[src/hdl/bba_pkg.sv]
// ----------------------------------------------------------------------------
// bba_pkg
// Shared types and constants for the bitmap block allocator: the request and
// response payloads and the controller/datapath command and status bundles.
// ----------------------------------------------------------------------------
package bba_pkg;

    localparam int MAX_BLOCKS   = 4096;
    localparam int WORD_BITS    = 32;
    localparam int BITMAP_WORDS = MAX_BLOCKS / WORD_BITS;
    localparam int WORD_AW      = $clog2(BITMAP_WORDS);
    localparam int BIT_AW       = $clog2(WORD_BITS);
    localparam int BLK_W        = 12;
    localparam int CNT_W        = 13;
    localparam int GROW_KNEE    = 1024;
    localparam int CAP_RESET    = 4;
    localparam int FREE_RESET   = 1;

    localparam logic [WORD_BITS-1:0] RESERVED_MASK = 32'h0000_0007;

    typedef enum logic {
        CMD_ALLOC = 1'b0,
        CMD_FREE  = 1'b1
    } t_cmd;

    typedef enum logic {
        ST_OK   = 1'b0,
        ST_FULL = 1'b1
    } t_status;

    typedef struct packed {
        t_cmd             cmd;
        logic [BLK_W-1:0] block_index;
    } t_req;

    typedef struct packed {
        logic [BLK_W-1:0] granted_block;
        t_status          status;
        logic [CNT_W-1:0] free_blocks;
        logic [CNT_W-1:0] capacity_now;
    } t_rsp;

    // controller -> datapath
    typedef struct packed {
        logic latch;       // capture request, clear result fields
        logic grow;        // grow capacity if the free count is zero, read word 0
        logic scan_eval;   // evaluate current word, commit or step to next word
        logic free_rd;     // read the word holding the named block
        logic free_eval;   // clear the named bit if it is set and in range
        logic out_load;    // load the response register
    } t_dp_cmd;

    // datapath -> controller
    typedef struct packed {
        logic scan_done;   // current word ends the scan (grant or full)
    } t_dp_sts;

endpackage

[src/hdl/bba_ctrl.sv]
// ----------------------------------------------------------------------------
// bba_ctrl
// Controller: sequences one request through grow and scan, or through free,
// then hands the result to the response register and tracks its valid flag.
// ----------------------------------------------------------------------------
module bba_ctrl (
    input  logic             i_clk,
    input  logic             i_rst_n,
    input  logic             i_req_valid,
    input  bba_pkg::t_cmd    i_req_cmd,
    output logic             o_req_stall,
    output logic             o_rsp_valid,
    input  logic             i_rsp_stall,
    input  bba_pkg::t_dp_sts i_sts,
    output bba_pkg::t_dp_cmd o_cmd
);
    import bba_pkg::*;

    typedef enum logic [2:0] {
        S_IDLE,
        S_GROW,
        S_SCAN,
        S_FREE_RD,
        S_FREE_WR,
        S_DONE
    } t_state;

    t_state r_state, n_state;
    logic   r_out_valid, n_out_valid;
    logic   accept;
    logic   can_load;

    assign o_req_stall = (r_state != S_IDLE);
    assign accept      = i_req_valid && !o_req_stall;
    assign can_load    = !r_out_valid || !i_rsp_stall;

    always_comb begin
        n_state = r_state;
        o_cmd   = '0;
        unique case (r_state)
            S_IDLE: begin
                if (accept) begin
                    o_cmd.latch = 1'b1;
                    n_state = (i_req_cmd == CMD_FREE) ? S_FREE_RD : S_GROW;
                end
            end
            S_GROW: begin
                o_cmd.grow = 1'b1;
                n_state = S_SCAN;
            end
            S_SCAN: begin
                o_cmd.scan_eval = 1'b1;
                if (i_sts.scan_done) begin
                    n_state = S_DONE;
                end
            end
            S_FREE_RD: begin
                o_cmd.free_rd = 1'b1;
                n_state = S_FREE_WR;
            end
            S_FREE_WR: begin
                o_cmd.free_eval = 1'b1;
                n_state = S_DONE;
            end
            S_DONE: begin
                if (can_load) begin
                    o_cmd.out_load = 1'b1;
                    n_state = S_IDLE;
                end
            end
            default: n_state = S_IDLE;
        endcase
        n_out_valid = (r_out_valid && i_rsp_stall) || o_cmd.out_load;
    end

    always_ff @(posedge i_clk) begin
        if (!i_rst_n) begin
            r_state     <= S_IDLE;
            r_out_valid <= 1'b0;
        end else begin
            r_state     <= n_state;
            r_out_valid <= n_out_valid;
        end
    end

    assign o_rsp_valid = r_out_valid;

    a_busy_after_accept: assert property (@(posedge i_clk) disable iff (!i_rst_n)
        accept |=> o_req_stall)
        else $error("request taken but controller not busy");

    a_done_loads: assert property (@(posedge i_clk) disable iff (!i_rst_n)
        (r_state == S_DONE) && can_load |=> (r_state == S_IDLE) && r_out_valid)
        else $error("result not handed to response register");

    a_scan_holds: assert property (@(posedge i_clk) disable iff (!i_rst_n)
        (r_state == S_SCAN) && !i_sts.scan_done |=> (r_state == S_SCAN))
        else $error("scan left before a decision");

endmodule

[config.mk]
export PLATFORM = sky130hd
export DESIGN_NAME = bba_ctrl
export DESIGN_NICKNAME = d
export VERILOG_FILES = /design/src/hdl/bba_pkg.sv /design/src/hdl/bba_ctrl.sv
export SDC_FILE = /design/constraint.sdc
export NUM_CORES = 1
export LEC_CHECK = 0
export BUFFER_PORTS_ARGS = -buffer_cell sky130_fd_sc_hd__buf_2
export CORE_AREA = 2 2 39 41
export DETAILED_ROUTE_END_ITERATION = 6
export DIE_AREA = 0 0 41 43
export GPL_TIMING_DRIVEN = 0
export PLACE_DENSITY = 0.54
export RECOVER_POWER = 50
export SETUP_SLACK_MARGIN = 0.3
export SLEW_MARGIN = 20
export SYNTH_ARGS = -nofsm -noshare
export SYNTH_HDL_FRONTEND = slang
export SYNTH_SLANG_ARGS = --single-unit
[constraint.sdc]
create_clock -name i_clk -period 1 [get_ports i_clk]
set_clock_uncertainty 0.1 [all_clocks]
set_input_delay 0.15 -clock i_clk [delete_from_list [all_inputs] [get_ports i_clk]]
set_output_delay 0.15 -clock i_clk [all_outputs]
set_load 0.02 [all_outputs]
### Word level (Yosys, flattened, before mapping)

Cells that the tools add are included.
Widths: inputs -> output; s select.

* memories kept: 0
* latch bits: 0
* word-level logic and storage cells: 33
* ROM bits: 0
* output and inout bits: 8
* memory bits (writable): 0
* register bits: 4
* input bits: 6

* multiply operators: 0
* reduce and logical (&&, ||, !) cells: 10
* bitwise operators: 0
* equality and inequality tests: 8
* shift operators: 0
* muxes and demuxes: 13
* divide/modulo/power cells: 0
* $add $sub $neg: 0
* magnitude comparators: 0

Operators with widths (count)
* $pmux 3 s6: 1
* $mux 3: 3
* $mux 1: 8
* $eq 3x2->1 const B: 2
* $eq 3x3->1 const B: 2
* $ne 2x2->1 const B: 3
* $eq 3x1->1 const B: 1
* $logic_not 1->1: 3
* $logic_not 3->1: 1
* $reduce_and 3->1: 1
* $reduce_bool 3->1: 1
* $logic_and 1x1->1: 2
* $logic_or 1x1->1: 2
* $mux 2: 1

### Logic depth before layout (Yosys ltp)

Gate-level depths: netlist of run 1.

* depth in word-level cells: 5
* mapped depth: 4
* gate-level depth less buffers: 3

### Least setup slack after synthesis of run 1

No wires, ideal clock.

* path kind: reg2out
* start: register r_state[0]
* end: output port o_cmd[5] (netlist name)
* path buffers: 1
* cell stages (with the launch flop): 4
* arrival: 1134 ps
* setup slack: -384 ps
* required time: 750 ps
* cell sequence: dfxtp_1 -> buf_4 -> or3_4 -> nor2_1

RTL lines
* start: declaration: line bba_ctrl.sv:28 `t_state r_state, n_state;`
* start signal: assignment: line bba_ctrl.sv:81 `r_state <= n_state;`
* end: declaration: line bba_ctrl.sv:15 `output bba_pkg::t_dp_cmd o_cmd`

==> results.txt, run 1 <==
Slew Limit Fails = 0
number of synthesized register bits = 4
distinct cell type count after synthesis = 16
deepest clock path buffer count = 2
Leak = 0.2298 nW
fraction of layout cells with a size suffix above 1 = 77.19%
Crit-path slowest cell = dfxtp_4
relative slew slack = 86.47%
syn avg cell area = 7.659 µm²
ys flop type = dfxtp_1
Die Y = 43 µm
PnR worst setup slack = -0.4587 ns
area grow syn2layout = 126.2%
GPL Wtd Cong = 0.6338
CP arrival = 1.21 ns
Final Setup Violations = 11
post-synthesis cell area = 252.7 µm²
Pre-Repair DR Iteration Count = 2
Hold WC Path Type = in -> reg
antenna-violating nets left = 0
core footprint = 0.001384 mm²
Hold Violations, Final = 0
vias = 313
Mapped Nets = 39
Synth Area in Compound Gates = 23.27%
io pins = 14
Post-synth EDFFs = 0
multiplexer share of the synthesized area = 0%
Post-synth top cells = 7 x nor2_1, 4 x dfxtp_1, 3 x a21oi_1, 3 x nor3_1
first-pass GRT wire length = 1014 µm
final instance area = 571.8 µm²
status = finished with violations
R2R depth = 5
CP startpoint kind = register
worst-path fanout max = 4
main combinational cell family by area after synthesis = simple AND/OR/NAND/NOR gates
Fmax = 685.6 MHz
Slew @ Worst Pin = 0.2014 ns
Max IR drop VDD = 0.5946 mV
fraction of registers with async set/reset = 0%
Seq/Total Area, Yosys = 31.68%
CTS tree = yes
antenna violations before repair = 0
H-tree depth = 1
xor/xnor cell area share of the yosys netlist = 0%
GRT Total Usage = 8.945%
min-delay src = i_rst_n
failing checks = negative setup slack
CP startpoint = r_state[1]
Tcrit/Tclk final = 145.9%
Post-DP Area = 379.1 µm²
Crit. End Element = output port
Min-Delay Path Depth = 2
Detailed Place HPWL = 432.6 µm
Fill cells = 142
CTS Root Cell = clkbuf_4
Synth Warn # = 0
adder-cell share of the synthesized area = 0%
Reg-to-Reg Start = r_state[1]
wire length per cell = 10.03 µm
routed wire length = 732 µm
simple-gate share of the synthesized area = 39.11%
number of global-route vias before repair = 249
setup TNS = -3.346 ns
WP data required = 0.75 ns
antenna cells = 0
clock net sink count = 4
Power per Cell Area = 1507 mW/mm²
leading post-synthesis cells by cell area = dfxtp_1 32%, nor2_1 10%, a21oi_1 5.9%
Hold-fix buffers, CTS = 0
cell taking the most area after synthesis = dfxtp_1
Clk pin slew, worst setup/hold paths = 0.04 ns
crit path kind = reg -> out
total congestion overflow = 0
pin count of the biggest net entering global routing = 9
FF-to-FF setup slack = -0.17 ns
die area = 0.001763 mm²
Worst R2R End = r_state[0]
Chip Width = 41 µm
Final Net Count = 64
Worst setup endpoint = o_cmd[0]
Starting DRT DRC Count = 3
Buffers on Ports = 13
Num CTS Buffers = 3
total power = 0.8616 mW
Initial Utilization = 18.26%
Clk Latency, worst-skew pair = 0.23 ns
cells after synthesis = 33
Max stage delay on crit path = 0.35 ns
max-cap violations = 0
most common cell in the netlist = nor2_1
min cycle time layout = 1.459 ns
row count = 14
DRC Markers = 0
RSZ-0062 raised after global routing = true
Via density = 4.288
crit path cell chain = nand2b_4 > or2_4 > a21oi_4 > buf_6
Synth top area share = 31.68%
pre-CTS setup slack = -0.2776 ns
[worst min-delay path by stage]
stage and end:
2_1_floorplan r_state[2], 3_3_place_gp r_state[2], 3_5_place_dp r_state[2], 4_1_cts r_state[2]
5_1_grt r_state[2], 6_report r_state[2]
[critical path: cells and delay by family (launching register included)]
| family | cells | cell delay (ns) |
|---|---|---|
| AND/OR/NAND/NOR | 2 | 0.39 |
| flip-flops | 1 | 0.35 |
| buffers and inverters | 1 | 0.13 |
| AO/OA/AOI/OAI | 1 | 0.11 |
[state kept, by name, indices dropped and copies added (netlist names)]
| signal | cells |
|---|---|
| o_rsp_valid | 1 |
| r_state | 3 |
[metal layers]
layer	part of all wire [%]	track usage [%]	vias to the layer above
li1	-	-	166
met1	39	10.65	138
met5	0	0	-
met3	3.4	1.571	0
met2	57	12.81	9
met4	0	8.000	0
[layout by cell type, fill, tap and decap left out, drive strengths merged]
| master | Yosys | routed |
|---|---|---|
| buf | 1 | 21 |
| nor2 | 7 | 7 |
| clkbuf | 0 | 4 |
| dfxtp | 4 | 4 |
| nand2b | 3 | 3 |
| nor3 | 3 | 3 |
| a21oi | 3 | 3 |
| o21a | 2 | 2 |
| inv | 2 | 2 |
| o21ai | 2 | 2 |
| or3 | 1 | 1 |
| or2 | 1 | 1 |
| nand2 | 1 | 1 |
| a21boi | 1 | 1 |
| a211oi | 1 | 1 |
| nand3b | 1 | 1 |
[area by class of cell]
class / count / area, µm² / share of cell area [%]
plain buffers: 1 / 11.26 / 1.969
repair buffers: 20 / 172.7 / 30.20
well taps: 16 / 20.02 / 3.501
flip-flops and latches: 4 / 91.34 / 15.97
multi-input cells: 26 / 242.7 / 42.45
clock buffers: 4 / 26.28 / 4.595
inverters: 2 / 7.507 / 1.313
[cells by family after synthesis]
group | count (synthesis)
and+or+nand+nor | 17
AOI/OAI and AO/OA | 9
DFF | 4
buffers and inverters | 3
[what timing repair did]
item                       CTS  global route
setup buffers                5             2
pin swaps                    4             5
setup endpoints to repair   12            12
resized for setup           18            15
[metrics by stage]
stage | std cells | hold WS (ns) | util [%]
2_1_floorplan | 33 | 0.1668 | -
3_3_place_gp | 62 | 0.3139 | 27.40
3_5_place_dp | 62 | 0.3145 | 27.40
4_1_cts | 71 | 0.06467 | 36.17
5_1_grt | 73 | 0.08067 | 41.32
6_report | 73 | 0.06676 | 41.32
[report_power, final]
| part | internal, mW | total, mW | switching, mW |
|---|---|---|---|
| Clock | 0.150 | 0.214 | 0.0641 |
| Combinational | 0.229 | 0.440 | 0.211 |
| Sequential | 0.181 | 0.208 | 0.0267 |
Note: power is estimated with default switching activity, not from simulation.
==> run 2, diff against run 1 <==
--- a/config.mk
+++ b/config.mk
@@ -10,8 +10,10 @@
 export DETAILED_ROUTE_END_ITERATION = 6
 export DIE_AREA = 0 0 41 43
+export GPL_ROUTABILITY_DRIVEN = 1
 export GPL_TIMING_DRIVEN = 0
 export PLACE_DENSITY = 0.54
 export RECOVER_POWER = 50
 export SETUP_SLACK_MARGIN = 0.3
+export SKIP_LAST_GASP = 1
 export SLEW_MARGIN = 20
 export SYNTH_ARGS = -nofsm -noshare
==> constraint.sdc (replaced) <==
create_clock -name i_clk -period 1 [get_ports i_clk]
set_clock_uncertainty 0.1 [all_clocks]
set_input_delay 0.05 -clock i_clk [delete_from_list [all_inputs] [get_ports i_clk]]
set_output_delay 0.05 -clock i_clk [all_outputs]
set_load 0.02 [all_outputs]
==> run 2 against run 1 <==
- the run ends with negative hold slack, negative setup slack left
- register-to-register slack hardly changed
- first-iteration DRC count is 33% lower
- utilization down 1.4 points
- wire length shrank 5.1%
- largest cell class unchanged
- largest power group unchanged
==> results.txt, run 2 (synthesis results as in run 1) <==
Power per Cell Area = 1535 mW/mm²
antenna violations before repair = 0
Hold Violations, Final = 3
non-filler instance count after layout = 73
row count = 14
Fmax = 732.9 MHz
leading cell type in the layout, fill and taps excluded = buf_6
PnR worst setup slack = -0.3644 ns
antenna-violating nets left = 0
setup TNS = -2.393 ns
Buffers on Ports = 13
max-cap violations = 0
H-tree depth = 1
final instance area = 553.0 µm²
relative slew slack = 89.04%
GPL Wtd Cong = 0.6306
Hold WC Path Type = in -> reg
first-pass GRT wire length = 1083 µm
Detailed Place HPWL = 436.8 µm
Clk Latency, worst-skew pair = 0.23 ns
CTS Root Cell = clkbuf_4
Chip Width = 41 µm
placed cell count = 62
Num CTS Buffers = 3
DRC Markers = 0
core footprint = 0.001384 mm²
deepest clock path buffer count = 2
GRT Total Usage = 9.447%
status = finished with violations
total congestion overflow = 0
Max stage delay on crit path = 0.37 ns
io pins = 14
crit path kind = reg -> out
clock net sink count = 4
CP arrival = 1.21 ns
most used cell, CP = buf_6
CP startpoint kind = register
failing checks = negative hold slack, negative setup slack
most frequent cells in the layout = 9 x buf_6, 6 x buf_2, 6 x buf_4, 4 x nor2_4
number of global-route vias before repair = 279
Max IR drop VDD = 0.7161 mV
WP data required = 0.85 ns
Pre-Repair DR Iteration Count = 2
Die Y = 43 µm
CTS tree = yes
Final Setup Violations = 11
Via density = 4.096
wire length per cell = 9.521 µm
Fin Hold WS = -0.03112 ns
Tcrit/Tclk final = 136.4%
Post-DP Area = 379.1 µm²
worst-path fanout max = 4
Fill cells = 147
antenna cells = 0
die area = 0.001763 mm²
crit path cell chain = buf_6 > or3_4 > nor2_4 > buf_6
Crit-path slowest cell = or3_4
fraction of layout cells with a size suffix above 1 = 73.68%
vias = 299
Initial Utilization = 18.26%
RSZ-0062 raised after global routing = true
area grow syn2layout = 118.8%
Leak = 0.2304 nW
Starting DRT DRC Count = 2
routed wire length = 695 µm
flip-flop count of the largest register after layout = 3
Slew @ Worst Pin = 0.1640 ns
min cycle time layout = 1.364 ns
Clk pin slew, worst setup/hold paths = 0.04 ns
largest reg by FF count = r_state
Crit. End Element = output port
pin count of the biggest net entering global routing = 9
Slew Limit Fails = 0
Final Net Count = 64
## run 2: through the flow
step | setup slack, ns | total power, mW | util, %
finish | -0.3644 | 0.8488 | 39.96
global route | -0.4037 | 0.9021 | 39.96
CTS | -0.3785 | 0.8075 | 36.44
detailed placement | -0.1824 | 0.4748 | 27.40
global placement | -0.1815 | 0.4723 | 27.40
floorplan | -0.1271 | 0.4049 | -
## run 2: final timing paths
| check | start | to | slack, ns | depth (start not counted) |
|---|---|---|---|---|
| min reg2reg | o_rsp_valid | o_rsp_valid | 0.47 | 2 |
| max reg2reg | r_state[0] | r_state[2] | -0.16 | 6 |
| max | r_state[0] | o_cmd[5] | -0.36 | 4 |
| min | i_rst_n | r_state[2] | -0.03 | 2 |
## run 2: metal layers
metal	up-vias	wire, µm	track usage (%)	share of wire [%]
met1	132	277	11.29	40
met2	7	392	13.75	56
li1	160	-	-	-
met3	0	25	1.571	3.6
met4	0	0	8.000	0
met5	-	0	0	0
## run 2: area by class of cell
type                    count  area (µm²)  area share, %
multi-input cells          26       231.5          41.86
well taps                  16       20.02          3.620
inverters                   2       7.507          1.357
flip-flops and latches      4       91.34          16.52
clock buffers               4       26.28          4.751
plain buffers               1       11.26          2.036
repair buffers             20       165.2          29.86
## run 2: where the power goes
| part | leakage [nW] | switching, mW | internal [mW] |
|---|---|---|---|
| clock network | 0.0150 | 0.0631 | 0.150 |
| logic | 0.180 | 0.202 | 0.227 |
| registers | 0.0350 | 0.0255 | 0.181 |
## run 2: worst max-delay path, delay by kind of cell (launching register included)
kind,cells,cell delay (ns)
flops,1,0.30
simple gates,2,0.46
buf+inv,2,0.23
## run 2: timing repair
item	4_1_cts	5_1_grt
hold endpoints to repair	3	2
pin swaps	6	3
gates resized for setup	16	12
buffers inserted	6	1
endpoints found under the setup margin	12	12
